File: config.mk
export PLATFORM = sky130hd
export DESIGN_NAME = sfs_sqrt
export DESIGN_NICKNAME = d
export VERILOG_FILES = /design/src/sv/sphere_facet_subdivider_macros.svh /design/src/sv/sfs_pkg.sv /design/src/sv/sfs_sqrt.sv
export SDC_FILE = /design/constraint.sdc
export NUM_CORES = 2
export LEC_CHECK = 0
export BUFFER_PORTS_ARGS = -buffer_cell sky130_fd_sc_hd__buf_4
export CAP_MARGIN = 25
export CORE_ASPECT_RATIO = 0.6
export CORE_MARGIN = 10
export CORE_UTILIZATION = 61
export DETAILED_ROUTE_END_ITERATION = 10
export HOLD_SLACK_MARGIN = 0.12
export PLACE_DENSITY = 0.8
export SLEW_MARGIN = 20
export SYNTH_ARGS = -nofsm -noshare
export SYNTH_HDL_FRONTEND = slang
export SYNTH_SLANG_ARGS = --single-unit
File: constraint.sdc
create_clock -name clk -period 11.03 [get_ports clk]
set_input_delay 0.5515 -clock clk [delete_from_list [all_inputs] [get_ports clk]]
set_output_delay 0.5515 -clock clk [all_outputs]
set_load 0.01 [all_outputs]
File: src/sv/sphere_facet_subdivider_macros.svh
// Assertion macros for the facet subdivider RTL.
// No dependencies; included by the top level.
`ifndef SPHERE_FACET_SUBDIVIDER_MACROS_SVH
`define SPHERE_FACET_SUBDIVIDER_MACROS_SVH

// Consequent must hold in the same cycle as the antecedent.
`define SFS_ASSERT_NOW(lbl, clk, rst, ante, cons) \
  lbl: assert property (@(posedge clk) disable iff (rst) (ante) |-> (cons)) \
    else $error("assertion failed");

// Consequent must hold in the cycle after the antecedent.
`define SFS_ASSERT_NEXT(lbl, clk, rst, ante, cons) \
  lbl: assert property (@(posedge clk) disable iff (rst) (ante) |=> (cons)) \
    else $error("assertion failed");

`endif

File: src/sv/sfs_pkg.sv
// Types and constants of the sphere facet subdivider.
// No dependencies; used by every other file but the assertion macros.
package sfs_pkg;

  localparam int FRAC_BITS = 16;
  localparam int CW        = 18;
  localparam int MAG_W     = CW;
  localparam int SS_W      = 2 * MAG_W;
  localparam int LEN_W     = SS_W / 2;
  localparam int REM_W     = LEN_W + 2;
  localparam int SQ_PER    = 3;
  localparam int SQ_STAGES = LEN_W / SQ_PER;
  localparam int DQ_W      = FRAC_BITS + 2;
  localparam int DIV_PER   = 3;
  localparam int DIV_STAGES = (DQ_W + DIV_PER - 1) / DIV_PER;

  localparam logic signed [CW-1:0] CMAX = CW'(131071);

  typedef logic [CW-1:0]    coord_t;
  typedef coord_t [2:0]     vec_t;    // element 0 is x, 1 is y, 2 is z
  typedef vec_t [2:0]       facet_t;  // element 0 is A, 1 is B, 2 is C
  typedef logic [SS_W-1:0]  ss_t;
  typedef logic [LEN_W-1:0] len_t;

  // Child triangle codes in emission order.
  localparam logic [1:0] CHILD_A      = 2'd0;
  localparam logic [1:0] CHILD_B      = 2'd1;
  localparam logic [1:0] CHILD_C      = 2'd2;
  localparam logic [1:0] CHILD_CENTRE = 2'd3;

endpackage

File: src/sv/sfs_sqrt.sv
// Pipelined integer square root of the three sums of squares, a few bits a stage.
// Depends on sfs_pkg.
module sfs_sqrt (
  input  logic            clk,
  input  logic            rst,
  input  logic            en,
  input  logic            in_valid,
  input  sfs_pkg::facet_t in_facet,
  input  sfs_pkg::facet_t in_mid,
  input  sfs_pkg::ss_t    in_ss [3],
  output logic            out_valid,
  output sfs_pkg::facet_t out_facet,
  output sfs_pkg::facet_t out_mid,
  output sfs_pkg::len_t   out_len [3]
);
  import sfs_pkg::*;

  typedef struct packed {
    ss_t              n;
    logic [REM_W-1:0] rem;
    len_t             root;
  } sq_state_t;

  // One digit of the restoring square root: two radicand bits in, one root bit out.
  function automatic sq_state_t sq_step(sq_state_t s);
    logic [REM_W+1:0] r;
    logic [REM_W+1:0] t;
    sq_state_t        o;
    r = {s.rem, s.n[SS_W-1 -: 2]};
    t = {2'b00, s.root, 2'b01};
    o.n = {s.n[SS_W-3:0], 2'b00};
    if (r >= t) begin
      o.rem  = REM_W'(r - t);
      o.root = {s.root[LEN_W-2:0], 1'b1};
    end else begin
      o.rem  = REM_W'(r);
      o.root = {s.root[LEN_W-2:0], 1'b0};
    end
    return o;
  endfunction

  logic      vld [SQ_STAGES];
  facet_t    fct [SQ_STAGES];
  facet_t    mds [SQ_STAGES];
  sq_state_t st  [SQ_STAGES][3];
  sq_state_t cur [SQ_STAGES][3];
  sq_state_t nxt [SQ_STAGES][3];

  always_comb begin
    for (int j = 0; j < 3; j++) begin
      cur[0][j] = '{n: in_ss[j], rem: '0, root: '0};
      for (int k = 1; k < SQ_STAGES; k++) cur[k][j] = st[k-1][j];
      for (int k = 0; k < SQ_STAGES; k++) begin
        nxt[k][j] = cur[k][j];
        for (int t = 0; t < SQ_PER; t++) nxt[k][j] = sq_step(nxt[k][j]);
      end
    end
  end

  always_ff @(posedge clk) begin
    if (rst) begin
      for (int k = 0; k < SQ_STAGES; k++) vld[k] <= 1'b0;
    end else if (en) begin
      vld[0] <= in_valid;
      for (int k = 1; k < SQ_STAGES; k++) vld[k] <= vld[k-1];
    end
  end

  always_ff @(posedge clk) begin
    if (en) begin
      fct[0] <= in_facet;
      mds[0] <= in_mid;
      for (int k = 1; k < SQ_STAGES; k++) begin
        fct[k] <= fct[k-1];
        mds[k] <= mds[k-1];
      end
      st <= nxt;
    end
  end

  assign out_valid = vld[SQ_STAGES-1];
  assign out_facet = fct[SQ_STAGES-1];
  assign out_mid   = mds[SQ_STAGES-1];
  always_comb begin
    for (int j = 0; j < 3; j++) out_len[j] = st[SQ_STAGES-1][j].root;
  end
endmodule

==> metrics <==
Syn Inst Count 8786; Seq/Total Area, Yosys 66.8%; leading register cell type out of synthesis edfxtp_1; crit path time final 10.05 ns; Top Ports 815; Area contributors post-synth edfxtp_1 (67%), ha_1 (5.8%), xnor2_1 (3.0%), a21oi_1 (2.2%), nand2_1 (1.7%); CP max FO 25; die width 597 um; number of flops mapped to enable cells by yosys 2709; antenna-violating nets left 0; Yosys reg bits 2709; clk root buf clkbuf_16; # nets final 11200; Setup Skew 0.0661 ns; final instance area 0.143 sq mm; slowest CP cell or4_2; fin. max-slew vios 0; Arrival @ worst endpoint 10.64 ns; share of layout cells above drive strength 1 14.0%; area leader, netlist edfxtp_1; Fin. Hold Viols 0; dpl cells 12100; Distinct cells, synth 119; first-pass GRT wire length 477000 um; Num CTS Buffers 233; final-report setup violation count 0; most frequent cells after synthesis edfxtp_1 (2709), ha_1 (564), nand2_1 (546), a21oi_1 (539), nor2_1 (538); number of global-route vias before repair 75900; CP endpoint kind flop; Slew headroom 21.0%; drt wl/cell 24.7 um; H-tree depth 4; drt first-iter violations 9875; area delta synth->final 17.6%; DR vias/cell 6.12; Fill cells 12200; outcome finished clean; vias 79500; top cell type's share of synthesized area 66.8%; CTS sink cnt 2709; Core ar. 0.198 sq mm; Worst Tran Pin Value 1.17 ns; drt pass-1 iters 7; critical path startpoint category flop; unrepaired setup endpoints after global routing no; maximum root-to-sink buffer count 4; largest net degree at the start of global routing 198; type of the most critical hold path in -> reg; RePlAce Congestion 0.939; Peak Freq 99.5 MHz; Placed Area 0.131 sq mm; TNS Setup 0 ns; post-DP HPWL 216000 um; Die Footprint 0.218 sq mm; DRC Markers 0; gr usage total 28.1%; initial antenna violation count 15; synthesized area per cell 13.9 sq um; Leak 54.6 nW; fin crit share 91.1%; Post-Route WL 320000 um; most frequent cell after synthesis edfxtp_1; clk_lat worst skew 0.91 ns; worst endpoint required time 11.62 ns; total grt overflow 0; WS Path Type reg -> reg; # rows 126; Finished Layout Cells 13000; chip height 366 um; Reg clk slew, reported paths 0.07 ns; port bufs 814; CP max stage delay 1.00 ns; CTS tree done; synth warn 0; ys async rst share 0%; max cap viols 0; synthesized area 0.122 sq mm; Max VDD drop 0.207 mV; Initial Utilization 61.6%; power per cell area 226 mW/mm^2
cells in the final DEF (no fill, tap or decap), drive strengths merged, types with 220 or more instances in the layout:
cell         Yosys  layout
xnor2          416     416
o21ai          419     419
inv            428     443
edfxtp        2709    2709
a21oi          540     540
buf             47     874
dlygate4sd3      0     430
xor2           220     220
nor2           542     542
clkbuf         114     255
ha             564     564
nand2          547     547
power by group:
group	internal (mW)	leakage (nW)	switching [mW]
clock network	4.66	3.76	3.89
logic	4.20	24.5	6.35
registers	12.7	26.3	0.636
total	21.5	54.6	10.9
area by class of cell:
| type | count | area (sq um) | share of cell area (%) |
|---|---|---|---|
| Antenna cell | 6 | 15.0 | 0.0105 |
| Sequential cell | 2709 | 81300 | 56.8 |
| Clock buffer | 255 | 5910 | 4.13 |
| Multi-Input combinational cell | 5486 | 38100 | 26.6 |
| Timing Repair Buffer | 1304 | 11000 | 7.72 |
| Clock inverter | 161 | 1840 | 1.29 |
| Inverter | 435 | 1640 | 1.15 |
| Tap cell | 2624 | 3280 | 2.29 |
state kept, by name, indices dropped and copies added (netlist names):
register	flops
cur	705
fct	972
mds	972
out_len	54
vld	6
worst max-delay path, delay by kind of cell (launching register included):
| kind | cells | cell delay [ns] |
|---|---|---|
| AO/OA/AOI/OAI | 10 | 2.47 |
| XOR/XNOR | 1 | 0.17 |
| adder cells (fa/ha/maj) | 3 | 0.96 |
| buffers and inverters | 6 | 1.10 |
| flip-flops | 1 | 0.56 |
| AND/OR/NAND/NOR | 16 | 4.49 |
kinds of logic after synthesis:
family,count (synthesis),synth area share [%]
flip-flops,2709,66.8
AND/OR/NAND/NOR,2219,9.33
AO/OA/AOI/OAI,1923,10.3
XOR/XNOR,636,4.58
buffers and inverters,596,1.92
adder cells (fa/ha/maj),564,5.80
multiplexers,138,1.24
other,1,0.00308
routing by layer:
| metal | part of all wire, % | GRT usage, % | vias up |
|---|---|---|---|
| li1 | - | - | 36300 |
| met1 | 44 | 42.8 | 38800 |
| met2 | 45 | 42.5 | 3914 |
| met3 | 9.4 | 5.64 | 503 |
| met4 | 2.1 | 5.42 | 8 |
| met5 | 0.013 | 0 | - |
metrics by stage:
stage / util (%) / total power, mW / hold WS (ns) / worst slack, ns
2_1_floorplan: - / 20.4 / 0.400 / 3.06
3_3_place_gp: 66.3 / 23.2 / 0.400 / 1.34
3_5_place_dp: 66.3 / 23.4 / 0.405 / 1.16
4_1_cts: 72.4 / 32.0 / 0.143 / 1.11
5_1_grt: 72.5 / 33.9 / 0.167 / 0.180
6_report: 72.5 / 32.4 / 0.184 / 0.977
path summary, 6_finish.rpt:
check,startpoint,to,slack (ns),cells after the start
worst max register to register,cur[590]$_DFFE_PP_,cur[333]$_DFFE_PP_,0.98,36
worst max-delay path,cur[590]$_DFFE_PP_,cur[333]$_DFFE_PP_,0.98,36
worst min register to register,mds[1][13]$_DFFE_PP_,mds[2][13]$_DFFE_PP_,0.37,0
worst min-delay path,en,mds[2][65]$_DFFE_PP_,0.18,1
timing repair:
action	CTS	global route
buffers inserted	0	0
endpoints found under the hold margin	433	0
gates resized for setup	0	1
endpoints found under the setup margin	0	1
hold buffers	430	0
Power figures use the tool's default switching activity.
