==> src/sv/sphere_facet_subdivider_macros.svh <==
// Assertion macros for the facet subdivider RTL.
// No dependencies; included by the top level.
`ifndef SPHERE_FACET_SUBDIVIDER_MACROS_SVH
`define SPHERE_FACET_SUBDIVIDER_MACROS_SVH

// Consequent must hold in the same cycle as the antecedent.
`define SFS_ASSERT_NOW(lbl, clk, rst, ante, cons) \
  lbl: assert property (@(posedge clk) disable iff (rst) (ante) |-> (cons)) \
    else $error("assertion failed");

// Consequent must hold in the cycle after the antecedent.
`define SFS_ASSERT_NEXT(lbl, clk, rst, ante, cons) \
  lbl: assert property (@(posedge clk) disable iff (rst) (ante) |=> (cons)) \
    else $error("assertion failed");

`endif

==> src/sv/sfs_pkg.sv <==
// Types and constants of the sphere facet subdivider.
// No dependencies; used by every other file but the assertion macros.
package sfs_pkg;

  localparam int FRAC_BITS = 16;
  localparam int CW        = 18;
  localparam int MAG_W     = CW;
  localparam int SS_W      = 2 * MAG_W;
  localparam int LEN_W     = SS_W / 2;
  localparam int REM_W     = LEN_W + 2;
  localparam int SQ_PER    = 3;
  localparam int SQ_STAGES = LEN_W / SQ_PER;
  localparam int DQ_W      = FRAC_BITS + 2;
  localparam int DIV_PER   = 3;
  localparam int DIV_STAGES = (DQ_W + DIV_PER - 1) / DIV_PER;

  localparam logic signed [CW-1:0] CMAX = CW'(131071);

  typedef logic [CW-1:0]    coord_t;
  typedef coord_t [2:0]     vec_t;    // element 0 is x, 1 is y, 2 is z
  typedef vec_t [2:0]       facet_t;  // element 0 is A, 1 is B, 2 is C
  typedef logic [SS_W-1:0]  ss_t;
  typedef logic [LEN_W-1:0] len_t;

  // Child triangle codes in emission order.
  localparam logic [1:0] CHILD_A      = 2'd0;
  localparam logic [1:0] CHILD_B      = 2'd1;
  localparam logic [1:0] CHILD_C      = 2'd2;
  localparam logic [1:0] CHILD_CENTRE = 2'd3;

endpackage

==> src/sv/sfs_out_if.sv <==
// Output channel of the facet subdivider: one child triangle per word.
// Depends on sfs_pkg.
interface sfs_out_if;
  import sfs_pkg::*;
  logic   valid;
  logic   ready;
  coord_t out_ax, out_ay, out_az, out_bx, out_by, out_bz, out_cx, out_cy, out_cz;
  logic   last_child;
  logic   degenerate;

  modport source(output valid, out_ax, out_ay, out_az, out_bx, out_by, out_bz,
                 out_cx, out_cy, out_cz, last_child, degenerate, input ready);
  modport sink(input valid, out_ax, out_ay, out_az, out_bx, out_by, out_bz,
               out_cx, out_cy, out_cz, last_child, degenerate, output ready);
endinterface

==> src/sv/sfs_emit.sv <==
// Output register that sends the four child triangles of one parent in turn.
// Depends on sfs_pkg and sfs_out_if.
module sfs_emit (
  input  logic            clk,
  input  logic            rst,
  output logic            en,
  input  logic            in_valid,
  input  sfs_pkg::facet_t in_facet,
  input  sfs_pkg::facet_t in_norm,
  input  logic            in_degen,
  sfs_out_if.source       dst
);
  import sfs_pkg::*;

  logic       busy;
  logic [1:0] cnt;
  facet_t     fct;
  facet_t     nrm;
  logic       degen;
  vec_t       v0, v1, v2;

  assign en = !busy || (dst.ready && cnt == CHILD_CENTRE);

  always_ff @(posedge clk) begin
    if (rst) begin
      busy <= 1'b0;
      cnt  <= CHILD_A;
    end else if (en) begin
      busy <= in_valid;
      cnt  <= CHILD_A;
    end else if (dst.ready) begin
      cnt <= cnt + 2'd1;
    end
  end

  always_ff @(posedge clk) begin
    if (en) begin
      fct   <= in_facet;
      nrm   <= in_norm;
      degen <= in_degen;
    end
  end

  // Midpoint 0 lies on edge AB, 1 on BC and 2 on CA.
  always_comb begin
    case (cnt)
      CHILD_A: begin
        v0 = fct[0]; v1 = nrm[0]; v2 = nrm[2];
      end
      CHILD_B: begin
        v0 = nrm[0]; v1 = fct[1]; v2 = nrm[1];
      end
      CHILD_C: begin
        v0 = nrm[1]; v1 = fct[2]; v2 = nrm[2];
      end
      default: begin
        v0 = nrm[0]; v1 = nrm[1]; v2 = nrm[2];
      end
    endcase
  end

  assign dst.valid      = busy;
  assign dst.out_ax     = v0[0];
  assign dst.out_ay     = v0[1];
  assign dst.out_az     = v0[2];
  assign dst.out_bx     = v1[0];
  assign dst.out_by     = v1[1];
  assign dst.out_bz     = v1[2];
  assign dst.out_cx     = v2[0];
  assign dst.out_cy     = v2[1];
  assign dst.out_cz     = v2[2];
  assign dst.last_child = (cnt == CHILD_CENTRE);
  assign dst.degenerate = degen;
endmodule

==> src/flat_wrapper.sv <==
// flat-port wrapper written by rule: the top's interface ports become plain ports
module sfs_emit_flat import sfs_pkg::*;
  (clk, rst, en, in_valid, in_facet, in_norm, in_degen, dst_valid, dst_out_ax, dst_out_ay, dst_out_az, dst_out_bx, dst_out_by, dst_out_bz, dst_out_cx, dst_out_cy, dst_out_cz, dst_last_child, dst_degenerate, dst_ready);
  sfs_out_if dst_i ();
  input  logic clk;
  input  logic rst;
  output logic en;
  input  logic in_valid;
  input  sfs_pkg::facet_t in_facet;
  input  sfs_pkg::facet_t in_norm;
  input  logic in_degen;
  output wire logic [$bits(dst_i.valid)-1:0] dst_valid;
  output wire logic [$bits(dst_i.out_ax)-1:0] dst_out_ax;
  output wire logic [$bits(dst_i.out_ay)-1:0] dst_out_ay;
  output wire logic [$bits(dst_i.out_az)-1:0] dst_out_az;
  output wire logic [$bits(dst_i.out_bx)-1:0] dst_out_bx;
  output wire logic [$bits(dst_i.out_by)-1:0] dst_out_by;
  output wire logic [$bits(dst_i.out_bz)-1:0] dst_out_bz;
  output wire logic [$bits(dst_i.out_cx)-1:0] dst_out_cx;
  output wire logic [$bits(dst_i.out_cy)-1:0] dst_out_cy;
  output wire logic [$bits(dst_i.out_cz)-1:0] dst_out_cz;
  output wire logic [$bits(dst_i.last_child)-1:0] dst_last_child;
  output wire logic [$bits(dst_i.degenerate)-1:0] dst_degenerate;
  input wire logic [$bits(dst_i.ready)-1:0] dst_ready;
  assign dst_valid = dst_i.valid;
  assign dst_out_ax = dst_i.out_ax;
  assign dst_out_ay = dst_i.out_ay;
  assign dst_out_az = dst_i.out_az;
  assign dst_out_bx = dst_i.out_bx;
  assign dst_out_by = dst_i.out_by;
  assign dst_out_bz = dst_i.out_bz;
  assign dst_out_cx = dst_i.out_cx;
  assign dst_out_cy = dst_i.out_cy;
  assign dst_out_cz = dst_i.out_cz;
  assign dst_last_child = dst_i.last_child;
  assign dst_degenerate = dst_i.degenerate;
  assign dst_i.ready = dst_ready;
  sfs_emit u_core (.clk(clk), .rst(rst), .en(en), .in_valid(in_valid), .in_facet(in_facet), .in_norm(in_norm), .in_degen(in_degen), .dst(dst_i));
endmodule
==> config.mk <==
export PLATFORM = sky130hd
export DESIGN_NAME = sfs_emit_flat
export DESIGN_NICKNAME = d
export VERILOG_FILES = /design/src/sv/sphere_facet_subdivider_macros.svh /design/src/sv/sfs_pkg.sv /design/src/sv/sfs_out_if.sv /design/src/sv/sfs_emit.sv /design/src/flat_wrapper.sv
export SDC_FILE = /design/constraint.sdc
export NUM_CORES = 1
export LEC_CHECK = 0
export BUFFER_PORTS_ARGS = -buffer_cell sky130_fd_sc_hd__buf_2
export CAP_MARGIN = 20
export CORE_ASPECT_RATIO = 1.5
export CORE_MARGIN = 2
export CORE_UTILIZATION = 32
export DETAILED_ROUTE_END_ITERATION = 8
export HOLD_SLACK_MARGIN = 0.12
export PLACE_DENSITY_LB_ADDON = 0.1
export RECOVER_POWER = 50
export SYNTH_ARGS = -nofsm -noshare
export SYNTH_HDL_FRONTEND = slang
export SYNTH_SLANG_ARGS = --single-unit
==> constraint.sdc <==
create_clock -name clk -period 7.35 [get_ports clk]
set_clock_uncertainty 0.1 [all_clocks]
set_input_delay 1.47 -clock clk [delete_from_list [all_inputs] [get_ports clk]]
set_output_delay 1.47 -clock clk [all_outputs]
set_load 0.01 [all_outputs]
==> flow_summary.yaml, run 1 <==
run_status:
  violations: "capacitance limit, slew limit"
  status: "finished with violations"
floorplan:
  io_pins: 495
  coreArea_um2: 40090
  die_h_um: 250.5
  die-area_um2: 42160
  initial_utilization_pct: 32.33
  rows: 90
  die_w_um: 168.3
route:
  drtIter0Drc: 677
  postRouteAntennaNets: 0
  wl_um: 41280
  first_pass_iters: 5
  drc: 0
  top_layer: "met5"
  via_per_inst: 4.910
  routedWlPerCell_um: 23.60
  wl_met2_um: 22550
  wl_met3_um: 3248
  wl_met1_um: 14080
  vias: 8587
clocking:
  post-cts-setup-buffer-count: 0
  cts_buffer_depth: 3
  ctsResizeCount: 0
  cts_made_buffers: 36
  cts.sinks: 328
  htreeDepth: 2
  clk_pin_slew_worst_paths_ps: 60
  cts_root_buffer: "clkbuf_16"
  clk-insertion-delay-late_ps: 520
  hold_buffers: 0
  cts_tree: "yes"
placed_design:
  gp_congestion: 0.7901
  dp.cells: 1676
  post-place-ws_ps: 2957
  port_buffers: 494
  dp_hpwl_um: 28980
  postPlaceCellArea_um2: 15940
finish:
  nFillCells: 3806
  fin_util_pct: 42.59
  nets: 1541
  drive_above_1_share_pct: 48.42
  final_area_um2: 17070
  area_growth_pct: 31.73
  layout.cells.non_filler: 1749
power:
  irDropWorstVdd_uv: 213.9
  static-leakage-power_nw: 7.290
  total_power_mw: 4.513
  p_per_area_nw_per_um2: 264.3
worst_setup_path:
  cp.required_ps: 5780
  critPathArrivalTime_ps: 3870
  worstPathMaxFanout: 31
  r2r-end: "u_core.nrm[88]"
  rrSetupSlack_ps: 1990
  r2r_cells: 3
  worstSetupStartpointType: "flip-flop"
  r2r_start: "u_core.cnt[0]"
  criticalPathCategory: "reg -> out"
  worstSetupEndpointType: "output pin"
  crit_start: "u_core.cnt[0]"
synthesis:
  syn-cell-area_um2: 12960
  seq_area_frac_synth_pct: 75.76
  synth_area_per_cell_um2: 18.18
  syn-num-nets: 1046
  synth_seq_cells: 328
  syn-instance-count: 713
  ys_types: 18
  ys.warnings.count: 0
global_route:
  grt_pass1_vias: 9315
  antenna_found_initial: 13
  gr-total-overflow: 0
  grt_pass1_wl_um: 58510
  grt_max_degree: 79
  grt_use_total_pct: 18.88
sta:
  worst_hold_slack_ps: 500.5
  hold_viol: 0
  relSlewSlack_pct: -58.36
  fin_ws_ps: 1909
  slew_viol_final: 68
  fin_setup_tns_ps: 0
  final.period_utilization_pct: 74.02
  setup_viol: 0
  fmax_mhz: 183.8
  period_needed_ps: 5441
  rsz0062_at_grt: "false"
  worst_pin_slew_ps: 2375
hold_path:
  hold_end: "u_core.cnt[1]"
  hold_class: "reg -> reg"
  hp-start: "u_core.cnt[1]"
  hold_depth: 2
job:
  maxCapViolations: 2
critical path, cell delays in order (launching register included):
cell and delay [ps]:
dfxtp_1 430, ha_1 1400, a21bo_1 1170, buf_2 310
cells in the mapped netlist:
library cell,instances,share of area [%]
a21bo_2,1,0.077
buf_2,31,1.2
a21oi_1,1,0.039
a21o_1,54,3.1
nor3_1,2,0.077
mux2_2,54,4.7
dfxtp_1,3,0.46
buf_6,6,0.52
ha_1,4,0.39
edfxtp_1,325,75
buf_1,1,0.029
a22o_1,54,3.6
mux2i_1,55,4.2
clkbuf_1,9,0.26
a222oi_1,54,4.2
inv_1,57,1.7
xnor2_1,1,0.068
nor2_2,1,0.048
metal layers:
metal / GRT usage, % / vias to the layer above
li1: - / 3900
met1: 19.49 / 4189
met2: 35.50 / 431
met3: 5.214 / 65
met4: 7.857 / 2
met5: 0 / -
cell families after synthesis:
family,share of synthesized area (%)
buf+inv,3.659
compound gates,11.06
fa+ha+maj,0.3862
xor+xnor,0.06759
simple gates,0.1255
flops,75.76
mux,8.939
worst max path at each step:
| stage | end |
|---|---|
| after detailed placement | dst_out_bx[5] |
| after global placement | dst_out_bx[5] |
| after CTS | dst_out_bx[5] |
| after floorplan | en |
| after global routing | u_core.fct[142] |
| final | en |
power by group:
part | total (mW) | internal [mW] | switching [mW]
sequential | 2.28 | 2.22 | 0.0606
clock | 1.78 | 1.07 | 0.717
combinational | 0.451 | 0.209 | 0.242
sequential cells by signal (all words and copies together) (netlist names):
| signal | flops |
|---|---|
| u_core.dst.valid | 1 |
| u_core.dst.degenerate | 1 |
| u_core.nrm | 162 |
| u_core.fct | 162 |
| u_core.cnt | 2 |
layout make-up:
class / count / area [um^2] / area share [%]
sequential: 328 / 9819 / 57.51
multi-input combinational: 281 / 2710 / 15.87
inverter: 57 / 214.0 / 1.253
timing repair buffer: 504 / 2530 / 14.82
clock buffer: 49 / 970.9 / 5.687
tap: 506 / 633.1 / 3.708
clock inverter: 12 / 166.4 / 0.9746
antenna: 12 / 30.03 / 0.1759
cell usage in the layout (no fill, tap or decap), types with 12 or more instances in the layout:
cell type,instances
a21o_1,54
a222oi_1,54
a22o_1,54
buf_2,483
clkbuf_1,24
clkbuf_16,37
diode_2,12
edfxtp_1,325
inv_1,57
mux2_2,54
mux2i_1,55
Note: power is estimated with default switching activity, not from simulation.
==> run 2, diff against run 1 <==
- ABC_AREA: default -> 1
- clock period: 7.35 -> 5.6 ns (I/O delays scaled with it)
==> run 2 against run 1 <==
Compared with the run above:
- the flow still finishes with violations (capacitance limit, slew limit)
- die area grew 4.3%
- utilization shrank 0.49 points
- largest power group unchanged
- cell count grew 32%
- register-to-register slack lost 350 ps
- sequential power grew 33%
- setup slack lost 550 ps
- sequential share of layout area shrank 1.9 points
==> flow_summary.yaml, run 2 <==
clocking:
  clk_pin_slew_worst_paths_ps: 60
  cts_tree: "yes"
  cts.sinks: 328
  ctsResizeCount: 0
  htreeDepth: 2
  post-cts-setup-buffer-count: 0
  cts_made_buffers: 36
  hold_buffers: 0
  cts_root_buffer: "clkbuf_16"
  cts_buffer_depth: 3
  clk-insertion-delay-late_ps: 520
worst_setup_path:
  max_stage_delay_ps: 770
  cp.required_ps: 4380
  crit_buf_inv: 3
  r2r_start: "u_core.cnt[0]"
  criticalPathCategory: "reg -> out"
  worstPathMaxFanout: 65
  worstSetupEndpointType: "output pin"
  r2r_cells: 4
  cp_cell_sequence: "inv_1 > ha_4 > buf_4 > nand2_1 > nand2_1 > nor2_1 > nor2_1 > buf_2"
  crit_family: "buffers and inverters"
  crit_path_top_delay_cell: "ha_4"
  worstSetupStartpointType: "flip-flop"
  rrSetupSlack_ps: 1640
  critPathArrivalTime_ps: 3020
  r2r-end: "u_core.fct[103]"
synthesis:
  yosysMostFrequentCell: "nand2_1"
  synth_area_leaders: "edfxtp_1 72%, nand2_1 13%, nor2_1 4.5%"
  seq_area_frac_synth_pct: 72.60
  synthArstFlopShare_pct: 0
  synth_compound_area_share_pct: 2.072
  ys_types: 17
  yosys.area.top_type_share_pct: 72.16
  synth_edf_count: 325
  synth_seq_cells: 328
  muxShareOfSynthArea_pct: 0
  synth_top_family_by_area: "simple AND/OR/NAND/NOR gates"
  ys.warnings.count: 0
  syn-instance-count: 1217
  syn-cell-area_um2: 13530
  synth_fa_ha_area_share_pct: 0.3700
  syn-num-nets: 1550
  ys.flop_type: "edfxtp_1"
  yosys.area_share.simple_pct: 20.57
  synth_common_cells: "484 x nand2_1, 325 x edfxtp_1, 162 x nor2_1"
  synth-xor-area-share_pct: 0
  synth_area_per_cell_um2: 11.11
  synth_top_area_cell: "edfxtp_1"
global_route:
  grt_use_total_pct: 19.01
  grt_pass1_wl_um: 62110
  antenna_found_initial: 20
  grt_pass1_vias: 10320
  grt_max_degree: 177
  gr-total-overflow: 0
route:
  postRouteAntennaNets: 0
  first_pass_iters: 5
  routedWlPerCell_um: 18.64
  drtIter0Drc: 597
  via_per_inst: 4.446
  drc: 0
  vias: 10260
  wl_um: 43000
run_status:
  status: "finished with violations"
  violations: "capacitance limit, slew limit"
floorplan:
  io_pins: 495
  initial_utilization_pct: 32.28
  coreArea_um2: 41900
  rows: 92
  die_w_um: 171.9
  die-area_um2: 43960
  die_h_um: 255.8
sta:
  fin_setup_tns_ps: 0
  period_needed_ps: 4244
  relSlewSlack_pct: -67.47
  setup_viol: 0
  hold_viol: 0
  slew_viol_final: 177
  worst_pin_slew_ps: 2512
  final.period_utilization_pct: 75.79
  fmax_mhz: 235.6
  rsz0062_at_grt: "false"
  fin_ws_ps: 1356
placed_design:
  port_buffers: 494
  postPlaceCellArea_um2: 16470
  post-place-ws_ps: 1793
  dp_hpwl_um: 30180
  gp_congestion: 0.8390
finish:
  regArea_um2: 9819
  top_regs: "u_core.fct x162, u_core.nrm x162, u_core.cnt x2"
  multi_input_area_um2: 3167
  nets: 2032
  layout_commonest_cell: "nand2_1"
  nFillCells: 4310
  drive_above_1_share_pct: 31.92
  area_growth_pct: 30.43
  final_cell_mix: "483 x nand2_1, 481 x buf_2, 325 x edfxtp_1, 162 x nor2_1, 58 x inv_1"
  final_area_um2: 17640
power:
  irDropWorstVdd_uv: 234.0
  comb_power_share_pct: 10.7
  total_power_mw: 6.029
  power_frac_clock_pct: 39.0
  static-leakage-power_nw: 7.932
  swShare_pct: 24.12
  switching_power_mw: 1.454
  p_per_area_nw_per_um2: 341.7
  power_frac_seq_pct: 50.3
  internal-power_mw: 4.575
hold_path:
  hp-start: "u_core.cnt[1]"
  hold_class: "reg -> reg"
  hold_end: "u_core.cnt[1]"
  hold_depth: 2
job:
  maxCapViolations: 1
## run 2: cell types whose count changed after synthesis, moves of 55 or more
cell	delta
nand3_1	+55
mux2i_1	-55
nand2_1	+484
nor2_1	+162
## run 2: how the worst max path moves through the flow
stage,from,end,slack (ps),cells past startpoint
floorplan,dst_ready,en,960,2
global placement,u_core.cnt[0],dst_out_bx[9],1820,8
global route,u_core.cnt[0],dst_out_bx[9],1110,8
detailed placement,u_core.cnt[0],dst_out_bx[9],1790,8
finish,u_core.cnt[0],dst_out_bz[9],1360,8
CTS,u_core.cnt[0],dst_out_bx[9],1220,8
## run 2: cells by family (layout without fill, tap and decap cells)
kind of cell	Yosys count	count (layout)
adders and majority gates	4	4
AOI/OAI and AO/OA	56	56
DFF	328	328
other	0	17
buffers and inverters	117	626
and+or+nand+nor	712	712
## run 2: routing by layer
layer | global-route usage, % | wire, um | share of wire (%)
met5 | 0 | 41 | 0.095
met4 | 9.687 | 1949 | 4.5
met3 | 5.257 | 3639 | 8.5
met2 | 33.97 | 22440 | 52
met1 | 20.17 | 14930 | 35
## run 2: tightest hold or removal path, cell delays in order, from the launching register on
cell     delay (ps)
dfxtp_1         360
nand2_1          80
a21oi_1          50
## run 2: power groups by stage
| stage | logic (mW) | registers, mW | clock network, mW |
|---|---|---|---|
| 2_1_floorplan | 0.323 | 3.06 | 0 |
| 3_3_place_gp | 0.663 | 3.07 | 0 |
| 3_5_place_dp | 0.664 | 3.08 | 0 |
| 4_1_cts | 0.666 | 3.03 | 2.42 |
| 5_1_grt | 0.719 | 3.05 | 2.52 |
| 6_report | 0.645 | 3.03 | 2.35 |
## run 2: cell type report
type / count / area share, %
clock inverter: 18 / 0.9645
inverter: 59 / 1.270
tap: 564 / 4.000
timing repair buffer: 502 / 14.33
antenna: 17 / 0.2411
sequential: 328 / 55.66
clock buffer: 47 / 5.582
multi-input combinational: 772 / 17.95
## run 2: metrics by stage
stage / instances / util, % / hold slack [ps]
floorplan: 1217 / - / 371.6
global placement: 2225 / 39.32 / 420.4
detailed placement: 2225 / 39.32 / 429.7
global route: 2305 / 42.09 / 493.8
CTS: 2290 / 42.07 / 437.9
finish: 2307 / 42.10 / 436.1
==> run 3, diff against run 2 <==
- clock period: 5.6 -> 3.81 ns (I/O delays scaled with it)
==> run 3 against run 2 <==
Compared with the run above:
- the flow now finishes without violations
- clock power increased by 38%
- global-route usage increased by 0.59 points
- count of clock-buffer cells in the layout decreased by 2
- cell count unchanged
==> flow_summary.yaml, run 3 (synthesis gave the netlist of run 2 again) <==
route:
  via_per_inst: 4.438
  drc: 0
  first_pass_iters: 4
  drtIter0Drc: 537
  vias: 10240
  wl_um: 44120
  postRouteAntennaNets: 0
  routedWlPerCell_um: 19.12
finish:
  regArea_um2: 9819
  area_growth_pct: 30.56
  final_area_um2: 17660
  multi_input_area_um2: 3167
  top_regs: "u_core.fct x162, u_core.nrm x162, u_core.cnt x2"
  final_cell_mix: "483 x nand2_1, 474 x buf_2, 325 x edfxtp_1, 162 x nor2_1, 58 x inv_1"
  nets: 2038
  drive_above_1_share_pct: 31.77
  nFillCells: 4255
  layout_commonest_cell: "nand2_1"
sta:
  worst_pin_slew_ps: 1247
  slew_viol_final: 0
  setup_viol: 0
  hold_viol: 0
  fmax_mhz: 293.8
  worst_hold_slack_ps: 297.7
  rsz0062_at_grt: "false"
  fin_setup_tns_ps: 0
  final.period_utilization_pct: 89.33
  relSlewSlack_pct: 16.84
  period_needed_ps: 3404
floorplan:
  die_h_um: 255.8
  die-area_um2: 43960
  die_w_um: 171.9
  coreArea_um2: 41900
  io_pins: 495
  initial_utilization_pct: 32.28
  rows: 92
power:
  power_frac_seq_pct: 51.2
  irDropWorstVdd_uv: 373.0
  internal-power_mw: 6.542
  power_frac_clock_pct: 37.5
  total_power_mw: 8.664
  p_per_area_nw_per_um2: 490.6
  swShare_pct: 24.50
  static-leakage-power_nw: 7.938
  comb_power_share_pct: 11.2
  switching_power_mw: 2.122
clocking:
  cts.sinks: 328
  post-cts-setup-buffer-count: 0
  clk-insertion-delay-late_ps: 530
  cts_tree: "yes"
  cts_root_buffer: "clkbuf_16"
  clk_pin_slew_worst_paths_ps: 60
  htreeDepth: 2
  ctsResizeCount: 0
  cts_made_buffers: 36
  hold_buffers: 0
  cts_buffer_depth: 3
worst_setup_path:
  worstSetupStartpointType: "flip-flop"
  rrSetupSlack_ps: 980
  critPathArrivalTime_ps: 2540
  r2r_start: "u_core.cnt[0]"
  cp.required_ps: 2950
  worstSetupEndpointType: "output pin"
  criticalPathCategory: "reg -> out"
  crit_path_top_delay_cell: "ha_4"
  cp_cell_sequence: "inv_1 > ha_4 > buf_12 > nand2_1 > nand2_1 > nor2_1 > nor2_1 > buf_2"
  r2r-end: "u_core.fct[124]"
  r2r_cells: 4
  worstPathMaxFanout: 61
  max_stage_delay_ps: 670
hold_path:
  hold_class: "in -> reg"
  hp-start: "in_norm[116]"
  hold_end: "u_core.nrm[116]"
  hold_depth: 1
global_route:
  antenna_found_initial: 19
  gr-total-overflow: 0
  grt_pass1_vias: 10470
  grt_pass1_wl_um: 63620
  grt_use_total_pct: 19.60
  grt_max_degree: 147
placed_design:
  postPlaceCellArea_um2: 16590
  port_buffers: 494
  gp_congestion: 0.7929
  dp_hpwl_um: 31090
job:
  maxCapViolations: 0
run_status:
  status: "complete, no violations"
run 3: changes by cell type in the layout (fill, tap and decap cells not counted), moves of 3 or more:
| cell | delta |
|---|---|
| buf_2 | -7 |
| buf_12 | +6 |
| diode_2 | -5 |
| clkinv_2 | +3 |
| clkbuf_1 | +6 |
run 3: worst max path at each step:
stage,from,end,depth (start not counted)
4_1_cts,u_core.cnt[0],dst_out_ay[7],7
2_1_floorplan,dst_ready,en,2
5_1_grt,u_core.cnt[1],dst_out_bz[14],8
3_3_place_gp,u_core.cnt[0],dst_out_ay[7],7
3_5_place_dp,u_core.cnt[1],dst_out_bz[10],8
6_report,u_core.cnt[1],dst_out_bz[10],8
run 3: power groups by stage:
stage	Combinational [mW]	Clock, mW	Sequential (mW)
floorplan	0.475	0	4.49
global placement	0.997	0	4.51
detailed placement	1.00	0	4.51
CTS	1.00	3.37	4.44
global route	1.09	3.50	4.47
finish	0.973	3.25	4.44
run 3: layout make-up:
cell class	instances	area share (%)
inverter	59	1.268
tap	564	3.996
antenna	12	0.1700
clock buffer	45	5.413
clock inverter	19	0.6660
timing repair buffer	508	14.95
sequential	328	55.60
multi-input combinational	772	17.93
run 3: critical path, delay by kind of cell, from the launching register on:
family / cells / cell delay [ps]
AND/OR/NAND/NOR: 4 / 290
adder cells (fa/ha/maj): 1 / 670
flip-flops: 1 / 350
buffers and inverters: 3 / 610
run 3: stage by stage:
| step | worst slack (ps) | cells | util [%] |
|---|---|---|---|
| final | 406.5 | 2307 | 42.15 |
| after global routing | 217.2 | 2306 | 42.14 |
| after CTS | 342.1 | 2295 | 42.16 |
| after detailed placement | 933.0 | 2231 | 39.60 |
| after global placement | 980.0 | 2231 | 39.60 |
| after floorplan | 766.5 | 1217 | - |
run 3: routing by layer:
| metal | routed length [um] | up-vias | global-route usage, % |
|---|---|---|---|
| li1 | - | 5009 | - |
| met1 | 15660 | 4785 | 20.56 |
| met2 | 23700 | 362 | 36.11 |
| met3 | 3446 | 70 | 5.644 |
| met4 | 1221 | 12 | 7.913 |
| met5 | 83 | - | 0 |
